[src/rtl/core/tbpa_pkg.sv]
`default_nettype none

package tbpa_pkg;

  // widths fixed by the request and response fields
  localparam int OP_W     = 1;
  localparam int TYPE_W   = 3;
  localparam int DATA_W   = 21;
  localparam int HCI_W    = 16;
  localparam int TDB_W    = 12;
  localparam int TDC_W    = 10;
  localparam int ID_W     = 6;
  localparam int STATUS_W = 3;
  localparam int CAP_W    = 23;
  localparam int COUNT_W  = 7;

  // working widths for the size calculation
  localparam int PROD_W = TDB_W + TDC_W;
  localparam int NEED_W = 24;

  localparam int SZ_1K  = 1024;
  localparam int SZ_4K  = 4096;
  localparam int SZ_32K = 32768;
  localparam int SZ_16K = 16 * SZ_1K;

  typedef enum logic [OP_W-1:0] {
    OP_ALLOC = 1'b0,
    OP_FREE  = 1'b1
  } op_e;

  typedef enum logic [STATUS_W-1:0] {
    ST_REUSED   = 3'd0,
    ST_CREATED  = 3'd1,
    ST_FULL     = 3'd2,
    ST_BAD_TYPE = 3'd3,
    ST_FREED    = 3'd4
  } status_e;

  typedef struct packed {
    logic [OP_W-1:0]   op;
    logic [TYPE_W-1:0] xfer_type;
    logic [DATA_W-1:0] data_bytes;
    logic [HCI_W-1:0]  hci_bytes;
    logic [TDB_W-1:0]  td_bytes;
    logic [TDC_W-1:0]  td_count;
    logic [ID_W-1:0]   buffer_id;
  } req_t;

  typedef struct packed {
    logic [STATUS_W-1:0] status;
    logic                bad_free;
    logic [ID_W-1:0]     granted_id;
    logic [CAP_W-1:0]    granted_capacity;
    logic [COUNT_W-1:0]  buffers_created;
  } rsp_t;

endpackage

`default_nettype wire

[src/rtl/core/typed_buffer_pool_allocator.sv]
// sequence: alloc decodes, sums the size, walks the type's free list, then unlinks and grants
// the first entry that fits, or creates a new descriptor when none of up to MAX_BUFFERS fits;
// free decodes, reads the descriptor and pushes it; bad type or bad id answers from decode
// throughput: one request in flight, the next accepted from the cycle the response is offered;
// a long free-list walk, one entry per cycle, holds off the next request
// reset: asynchronous; lists empty, created count zero, descriptor memory not cleared
`default_nettype none

module typed_buffer_pool_allocator #(
  parameter int MAX_BUFFERS  = 64,
  parameter int NUM_TYPES    = 8,
  parameter int HEADER_BYTES = 256
) (
  input  wire logic          clk_i,
  input  wire logic          rst_ni,
  input  wire logic          in_valid_i,
  output logic               in_ready_o,
  input  wire tbpa_pkg::req_t in_req_i,
  output logic               out_valid_o,
  input  wire logic          out_ready_i,
  output tbpa_pkg::rsp_t     out_rsp_o
);

  localparam int LW   = $clog2(MAX_BUFFERS + 1);
  localparam int AW   = (MAX_BUFFERS > 1) ? $clog2(MAX_BUFFERS) : 1;
  localparam int TW   = (NUM_TYPES > 1) ? $clog2(NUM_TYPES) : 1;
  localparam int TXW  = (TW > tbpa_pkg::TYPE_W) ? TW : tbpa_pkg::TYPE_W;
  localparam int CW   = (LW > tbpa_pkg::ID_W) ? LW : tbpa_pkg::ID_W;
  localparam logic [LW-1:0] NIL   = LW'(MAX_BUFFERS);
  localparam logic [LW-1:0] LIMIT = LW'(MAX_BUFFERS);

  typedef struct packed {
    logic [LW-1:0]               nxt;
    logic [tbpa_pkg::CAP_W-1:0]  cap;
    logic [tbpa_pkg::TYPE_W-1:0] owner;
    logic                        alloc;
  } ent_t;

  typedef enum logic [8:0] {
    S_IDLE  = 9'b000000001,
    S_DEC   = 9'b000000010,
    S_SUM   = 9'b000000100,
    S_WALK  = 9'b000001000,
    S_UNL   = 9'b000010000,
    S_GRANT = 9'b000100000,
    S_NEW   = 9'b001000000,
    S_FRD   = 9'b010000000,
    S_RESP  = 9'b100000000
  } state_e;

  state_e state_q, state_d;

  tbpa_pkg::req_t req_q, req_d;
  tbpa_pkg::rsp_t res_q, res_d;
  tbpa_pkg::rsp_t out_rsp_q, out_rsp_d;
  logic           out_valid_q, out_valid_d;

  logic [tbpa_pkg::PROD_W-1:0] prod_q, prod_d;
  logic [tbpa_pkg::NEED_W-1:0] need_q, need_d;
  logic [LW-1:0]               cur_q, cur_d;
  logic [LW-1:0]               prev_q, prev_d;
  logic [LW-1:0]               steps_q, steps_d;
  ent_t                        prev_word_q, prev_word_d;
  logic [LW-1:0]               created_q, created_d;

  logic [LW-1:0] list_head_q [NUM_TYPES];
  logic          head_we;
  logic [TW-1:0] head_widx;
  logic [LW-1:0] head_wdata;
  logic [TW-1:0] head_raddr;
  logic [LW-1:0] head_rdata;

  ent_t          mem_q [MAX_BUFFERS];
  ent_t          mem_rd_q;
  logic          mem_we, mem_re;
  logic [AW-1:0] mem_waddr, mem_raddr;
  ent_t          mem_wdata;

  logic [TXW-1:0]              typ_x, own_x;
  logic [CW-1:0]               id_x, cnt_x;
  logic [tbpa_pkg::NEED_W-1:0] new_cap;
  logic [LW-1:0]               steps_inc;

  assign typ_x      = TXW'(req_q.xfer_type);
  assign own_x      = TXW'(mem_rd_q.owner);
  assign id_x       = CW'(req_q.buffer_id);
  assign cnt_x      = CW'(created_q);
  assign steps_inc  = steps_q + LW'(1);
  assign head_raddr = (state_q == S_FRD) ? own_x[TW-1:0] : typ_x[TW-1:0];
  assign head_rdata = list_head_q[head_raddr];

  // capacity of a new descriptor, granularity grows with the size
  always_comb begin
    if (need_q <= tbpa_pkg::NEED_W'(tbpa_pkg::SZ_4K)) begin
      new_cap = (need_q + tbpa_pkg::NEED_W'(tbpa_pkg::SZ_1K - 1))
              & ~tbpa_pkg::NEED_W'(tbpa_pkg::SZ_1K - 1);
    end else if (need_q <= tbpa_pkg::NEED_W'(tbpa_pkg::SZ_32K)) begin
      new_cap = (need_q + tbpa_pkg::NEED_W'(tbpa_pkg::SZ_4K - 1))
              & ~tbpa_pkg::NEED_W'(tbpa_pkg::SZ_4K - 1);
    end else begin
      new_cap = (need_q + tbpa_pkg::NEED_W'(tbpa_pkg::SZ_16K - 1))
              & ~tbpa_pkg::NEED_W'(tbpa_pkg::SZ_16K - 1);
    end
  end

  always_comb begin
    state_d     = state_q;
    req_d       = req_q;
    res_d       = res_q;
    prod_d      = prod_q;
    need_d      = need_q;
    cur_d       = cur_q;
    prev_d      = prev_q;
    steps_d     = steps_q;
    prev_word_d = prev_word_q;
    created_d   = created_q;
    out_valid_d = out_valid_q && !out_ready_i;
    out_rsp_d   = out_rsp_q;
    head_we     = 1'b0;
    head_widx   = '0;
    head_wdata  = '0;
    mem_we      = 1'b0;
    mem_waddr   = '0;
    mem_wdata   = '0;
    mem_re      = 1'b0;
    mem_raddr   = '0;

    case (state_q)
      S_IDLE: begin
        if (in_valid_i) begin
          req_d   = in_req_i;
          state_d = S_DEC;
        end
      end

      S_DEC: begin
        prod_d = tbpa_pkg::PROD_W'(req_q.td_count) * tbpa_pkg::PROD_W'(req_q.td_bytes);
        res_d  = '0;
        if (req_q.op == tbpa_pkg::OP_FREE) begin
          // ids at or above the created count were never handed out
          if (id_x >= cnt_x) begin
            res_d.status   = tbpa_pkg::ST_FREED;
            res_d.bad_free = 1'b1;
            state_d        = S_RESP;
          end else begin
            mem_re    = 1'b1;
            mem_raddr = id_x[AW-1:0];
            state_d   = S_FRD;
          end
        end else if (int'(req_q.xfer_type) >= NUM_TYPES) begin
          res_d.status = tbpa_pkg::ST_BAD_TYPE;
          state_d      = S_RESP;
        end else begin
          cur_d   = head_rdata;
          prev_d  = NIL;
          steps_d = '0;
          state_d = S_SUM;
        end
      end

      S_SUM: begin
        need_d = tbpa_pkg::NEED_W'(req_q.data_bytes) + tbpa_pkg::NEED_W'(HEADER_BYTES)
               + tbpa_pkg::NEED_W'(req_q.hci_bytes) + tbpa_pkg::NEED_W'(prod_q);
        if (cur_q < NIL) begin
          mem_re    = 1'b1;
          mem_raddr = cur_q[AW-1:0];
          state_d   = S_WALK;
        end else begin
          state_d = S_NEW;
        end
      end

      S_WALK: begin
        if (tbpa_pkg::NEED_W'(mem_rd_q.cap) >= need_q) begin
          state_d = S_UNL;
        end else begin
          prev_d      = cur_q;
          prev_word_d = mem_rd_q;
          cur_d       = mem_rd_q.nxt;
          steps_d     = steps_inc;
          if (mem_rd_q.nxt < NIL && steps_inc < LIMIT) begin
            mem_re    = 1'b1;
            mem_raddr = mem_rd_q.nxt[AW-1:0];
          end else begin
            state_d = S_NEW;
          end
        end
      end

      S_UNL: begin
        // read data still holds the entry that fits
        if (prev_q < NIL) begin
          mem_we        = 1'b1;
          mem_waddr     = prev_q[AW-1:0];
          mem_wdata     = prev_word_q;
          mem_wdata.nxt = mem_rd_q.nxt;
        end else begin
          head_we    = 1'b1;
          head_widx  = typ_x[TW-1:0];
          head_wdata = mem_rd_q.nxt;
        end
        state_d = S_GRANT;
      end

      S_GRANT: begin
        mem_we                 = 1'b1;
        mem_waddr              = cur_q[AW-1:0];
        mem_wdata              = mem_rd_q;
        mem_wdata.nxt          = NIL;
        mem_wdata.alloc        = 1'b1;
        res_d.status           = tbpa_pkg::ST_REUSED;
        res_d.granted_id       = tbpa_pkg::ID_W'(cur_q);
        res_d.granted_capacity = mem_rd_q.cap;
        state_d                = S_RESP;
      end

      S_NEW: begin
        if (created_q >= LIMIT) begin
          res_d.status = tbpa_pkg::ST_FULL;
        end else begin
          mem_we                 = 1'b1;
          mem_waddr              = created_q[AW-1:0];
          mem_wdata.nxt          = NIL;
          mem_wdata.cap          = new_cap[tbpa_pkg::CAP_W-1:0];
          mem_wdata.owner        = req_q.xfer_type;
          mem_wdata.alloc        = 1'b1;
          created_d              = created_q + LW'(1);
          res_d.status           = tbpa_pkg::ST_CREATED;
          res_d.granted_id       = tbpa_pkg::ID_W'(created_q);
          res_d.granted_capacity = new_cap[tbpa_pkg::CAP_W-1:0];
        end
        state_d = S_RESP;
      end

      S_FRD: begin
        res_d.status = tbpa_pkg::ST_FREED;
        if (!mem_rd_q.alloc || int'(mem_rd_q.owner) >= NUM_TYPES) begin
          res_d.bad_free = 1'b1;
        end else begin
          // push on the owner's list, head read through head_raddr
          mem_we          = 1'b1;
          mem_waddr       = id_x[AW-1:0];
          mem_wdata       = mem_rd_q;
          mem_wdata.nxt   = head_rdata;
          mem_wdata.alloc = 1'b0;
          head_we         = 1'b1;
          head_widx       = own_x[TW-1:0];
          head_wdata      = LW'(id_x);
        end
        state_d = S_RESP;
      end

      S_RESP: begin
        if (!out_valid_q || out_ready_i) begin
          out_valid_d               = 1'b1;
          out_rsp_d                 = res_q;
          out_rsp_d.buffers_created = tbpa_pkg::COUNT_W'(created_q);
          state_d                   = S_IDLE;
        end
      end

      default: begin
        state_d = S_IDLE;
      end
    endcase
  end

  always_ff @(posedge clk_i or negedge rst_ni) begin
    if (!rst_ni) begin
      state_q     <= S_IDLE;
      created_q   <= '0;
      out_valid_q <= 1'b0;
      for (int i = 0; i < NUM_TYPES; i++) begin
        list_head_q[i] <= NIL;
      end
    end else begin
      state_q     <= state_d;
      created_q   <= created_d;
      out_valid_q <= out_valid_d;
      if (head_we) begin
        list_head_q[head_widx] <= head_wdata;
      end
    end
  end

  always_ff @(posedge clk_i) begin
    req_q       <= req_d;
    res_q       <= res_d;
    prod_q      <= prod_d;
    need_q      <= need_d;
    cur_q       <= cur_d;
    prev_q      <= prev_d;
    steps_q     <= steps_d;
    prev_word_q <= prev_word_d;
    out_rsp_q   <= out_rsp_d;
  end

  // descriptor memory, one write and one registered read per cycle
  always_ff @(posedge clk_i) begin
    if (mem_we) begin
      mem_q[mem_waddr] <= mem_wdata;
    end
    if (mem_re) begin
      mem_rd_q <= mem_q[mem_raddr];
    end
  end

  assign in_ready_o  = (state_q == S_IDLE);
  assign out_valid_o = out_valid_q;
  assign out_rsp_o   = out_rsp_q;

  a_count_bound: assert property (@(posedge clk_i) disable iff (!rst_ni)
    created_q <= LIMIT)
    else $error("created count beyond table size");

  a_count_only_on_create: assert property (@(posedge clk_i) disable iff (!rst_ni)
    !$stable(created_q) |-> $past(state_q == S_NEW))
    else $error("created count moved outside descriptor creation");

  a_rsp_from_resp: assert property (@(posedge clk_i) disable iff (!rst_ni)
    $rose(out_valid_q) |-> $past(state_q == S_RESP))
    else $error("response raised outside response state");

  a_created_id: assert property (@(posedge clk_i) disable iff (!rst_ni)
    out_valid_o && out_rsp_o.status == tbpa_pkg::ST_CREATED |->
      out_rsp_o.granted_id ==
        tbpa_pkg::ID_W'(out_rsp_o.buffers_created - tbpa_pkg::COUNT_W'(1)))
    else $error("new descriptor id does not match created count");

  a_walk_no_accept: assert property (@(posedge clk_i) disable iff (!rst_ni)
    state_q == S_WALK |=> !(in_valid_i && in_ready_o))
    else $error("request taken during list walk");

endmodule

`default_nettype wire
[config.mk]
export PLATFORM = sky130hd
export DESIGN_NAME = typed_buffer_pool_allocator
export DESIGN_NICKNAME = d
export VERILOG_FILES = /design/src/rtl/core/tbpa_pkg.sv /design/src/rtl/core/typed_buffer_pool_allocator.sv
export SDC_FILE = /design/constraint.sdc
export NUM_CORES = 2
export LEC_CHECK = 0
export BUFFER_PORTS_ARGS = -buffer_cell sky130_fd_sc_hd__buf_4
export CORE_MARGIN = 10
export CORE_UTILIZATION = 50
export CTS_CLUSTER_SIZE = 14
export DETAILED_ROUTE_END_ITERATION = 16
export PLACE_DENSITY = 0.67
export SLEW_MARGIN = 10
export SYNTH_ARGS = -nofsm -noshare
export SYNTH_HDL_FRONTEND = slang
export SYNTH_SLANG_ARGS = --single-unit
[constraint.sdc]
create_clock -name clk_i -period 5.13 [get_ports clk_i]
set_input_delay 0.2565 -clock clk_i [delete_from_list [all_inputs] [get_ports clk_i]]
set_output_delay 0.2565 -clock clk_i [all_outputs]
set_load 0.1 [all_outputs]
==> flow_summary.json <==
{
  "status": "finished, violations left",
  "violations": "setup timing",
  "critical-path-slowest-cell": "fa_1",
  "drt_iter0_markers": 10000,
  "rr_startpoint": "req_q[10]",
  "synth_cell_types": 100,
  "cts_root_buf": "clkbuf_16",
  "final.setup.worst_slack_ns": -0.252,
  "syn_nets": 8226,
  "synth_area_leaders": "edfxtp_1 70%, nand2_1 7.5%, nand3_1 3.1%, fa_1 1.8%, mux2i_1 1.7%",
  "grt_pass1_vias": 67900,
  "cap_violations": 0,
  "htreeDepth": 5,
  "crit_family": "adder cells",
  "finalSetupTns_ns": -0.273,
  "final_max_slew_viol_count": 0,
  "crit_path_frequent_cell": "fa_1",
  "vias_per_cell": 6.15,
  "min_path_type": "primary input to asynchronous set/reset pin",
  "mappedNetlistArea_sq_mm": 0.105,
  "finalWeightedCongestion": 0.951,
  "fp.dieArea_sq_mm": 0.229,
  "start_util_pct": 50.2,
  "vias": 70400,
  "crit_buf_inv": 5,
  "syn_avg_cell_area_sq_um": 13.3,
  "firstDrtPassIters": 6,
  "min_period_ns": 5.38,
  "antenna_found_initial": 20,
  "final_cell_area_sq_mm": 0.123,
  "synthFlopType": "edfxtp_1",
  "ys_top_cells_by_count": "2446 x edfxtp_1, 2095 x nand2_1, 662 x nand3_1",
  "crit_chain": "and2_4 -> fa_2 -> fa_1 -> inv_2 -> fa_1 -> inv_1 -> fa_1 -> inv_1 -> fa_1 -> inv_2 -> ha_4 -> buf_12 -> o41ai_4 -> o2111ai_1 -> a31oi_1 -> nor2b_1 -> o21a_1 -> o41a_1 -> xor2_1",
  "fmax_mhz": 186,
  "grt_max_degree": 76,
  "hold_viol": 0,
  "yosys_warnings": 0,
  "synth_top_area_share_pct": 69.7,
  "ys_ff_latch": 2519,
  "cts_made_buffers": 274,
  "synth_most_common_cell": "edfxtp_1",
  "cts_sinks": 2519,
  "async_flop_share_pct": 2.90,
  "wl_met1_microns": 119000,
  "clock_latency_ns": 0.95,
  "yosys.area.top_type": "edfxtp_1",
  "num_rows": 168,
  "postPlaceCellArea_sq_mm": 0.113,
  "required_ns": 5.77,
  "detail_route.wl_per_cell_microns": 28.0,
  "reg2reg_to": "prod_q[20]",
  "r2r_slack_ns": -0.25,
  "p_total_mw": 56.5,
  "die_w_microns": 479,
  "met3WireLength_microns": 36900,
  "grt_remaining_overflow": 0,
  "p_leak_nw": 45.3,
  "synth-edff-count": 2446,
  "critPathKind": "flip-flop to flip-flop",
  "fillers": 16200,
  "crit_path_max_fanout": 5,
  "wl_met2_microns": 146000,
  "rsz0062_at_grt": "yes",
  "ys_seq_area_share_pct": 71.5,
  "tritoncts": "done",
  "vdd_drop_max_mv": 1.17,
  "relSlewSlack_pct": 16.8,
  "grt_pass1_wl_microns": 464000,
  "nNetsFinal": 8761,
  "ff2ff_path_depth": 19,
  "placement.io_buffers": 114,
  "worst_pin_slew_ns": 1.24,
  "ant_nets": 0,
  "period_share_pct": 105,
  "end_kind": "flip-flop",
  "syn-instance-count": 7923,
  "hpwl_microns": 196000,
  "track_usage_pct": 27.2,
  "power_density_mw_per_mm2": 461,
  "wirelength_microns": 321000,
  "worst-endpoint-arrival_ns": 6.02,
  "ios": 115,
  "top_layer": "met5",
  "path_clk_slew_ns": 0.06,
  "finClkSkew_ns": 0.0682,
  "area_growth_pct": 16.3,
  "die_y_microns": 479,
  "setup_violations": 2,
  "coreArea_sq_mm": 0.210,
  "slowest_delay_ns": 0.54,
  "clockBufferDepth": 4,
  "drive_above_1_share_pct": 13.7,
  "worstSetupStartpointType": "flip-flop",
  "drcViolationCount": 0
}
cell families after synthesis:
logic type      count (synthesis)  share of synthesized area (%)
mux                           198                           1.90
xor+xnor                       51                          0.424
fa+ha+maj                     230                           3.41
simple gates                 3412                           14.3
flops                        2519                           71.5
buf+inv                       583                           2.62
compound gates                930                           5.89
report_power, final:
group	total [mW]	switching [mW]	internal, mW
registers	23.7	0.303	23.4
logic	14.6	7.89	6.74
clock network	18.1	7.73	10.4
total	56.5	15.9	40.5
cell type report:
cell class	instances	area, sq um	area share, %
Multi-Input combinational cell	4821	28200	23.1
Sequential cell	2519	75300	61.5
Antenna cell	8	20.0	0.0163
Inverter	142	533	0.435
Clock inverter	104	752	0.614
Clock buffer	343	7230	5.90
Timing Repair Buffer	700	6930	5.66
Tap cell	2805	3510	2.86
sequential cells by signal (all words and copies together) (netlist names):
signal / flops
need_q: 24
prev_q: 7
id_x: 6
out_rsp_o: 40
steps_q: 7
mem_q: 2176
out_valid_o: 1
mem_rd_q: 31
cur_q: 7
own_x: 3
prod_q: 22
state_q: 9
cnt_x: 7
res_q: 33
prev_word_q: 27
typ_x: 3
req_q: 60
list_head_q: 56
cell usage in the layout, fill, tap and decap left out, drive strengths merged, types with 95 or more instances in the layout:
cell | synthesis | layout
clkbuf | 163 | 343
and2 | 98 | 98
o22ai | 108 | 108
a21oi | 220 | 220
edfxtp | 2446 | 2446
nand2 | 2096 | 2096
ha | 135 | 135
buf | 278 | 625
inv | 142 | 147
nand3 | 664 | 664
nor2 | 170 | 170
mux2i | 184 | 184
and3 | 141 | 141
a31oi | 150 | 150
fa | 95 | 95
o21ai | 130 | 130
repair_timing:
| action | 4_1_cts | 5_1_grt |
|---|---|---|
| setup endpoints to repair | 5 | 10 |
| pin swaps | 5 | 11 |
| resized for setup | 15 | 15 |
| hold buffers | 75 | 0 |
| endpoints found under the hold margin | 147 | 0 |
| gates cloned | 0 | 0 |
| buffers inserted | 12 | 4 |
worst reg2reg max path: cells and delay by family (launching register included):
family,cells,cell delay (ns)
adder cells (fa/ha/maj),6,2.58
AO/OA/AOI/OAI,5,1.33
flip-flops,1,0.48
buffers and inverters,5,0.32
AND/OR/NAND/NOR,2,0.27
XOR/XNOR,1,0.15
metal layers:
metal / track usage [%] / vias to the layer above
met1: 36.6 / 35000
li1: - / 30200
met4: 13.5 / 6
met5: 0 / -
met3: 5.46 / 881
met2: 42.3 / 4372
per-stage QoR:
stage          utilization [%]  instances  hold WS [ns]  setup slack (ns)
6_report                  58.5      11400       0.00240            -0.252
5_1_grt                   58.4      11400        0.0248            -0.389
4_1_cts                   58.4      11400       0.00194            -0.238
3_5_place_dp              54.1      10900         0.405            -0.274
3_3_place_gp              54.1      10900         0.404            -0.331
2_1_floorplan                -       7923       -0.0391           -0.0259
worst max-delay path by stage:
| stage | startpoint | to | slack (ns) | cells after the start |
|---|---|---|---|---|
| floorplan | req_q[7] | prod_q[20] | -0.03 | 20 |
| global placement | req_q[7] | prod_q[20] | -0.33 | 21 |
| detailed placement | req_q[7] | prod_q[20] | -0.27 | 20 |
| CTS | req_q[21] | prod_q[20] | -0.24 | 20 |
| global route | req_q[10] | prod_q[20] | -0.39 | 19 |
| finish | req_q[10] | prod_q[20] | -0.25 | 19 |
Note: power is estimated with default switching activity, not from simulation.
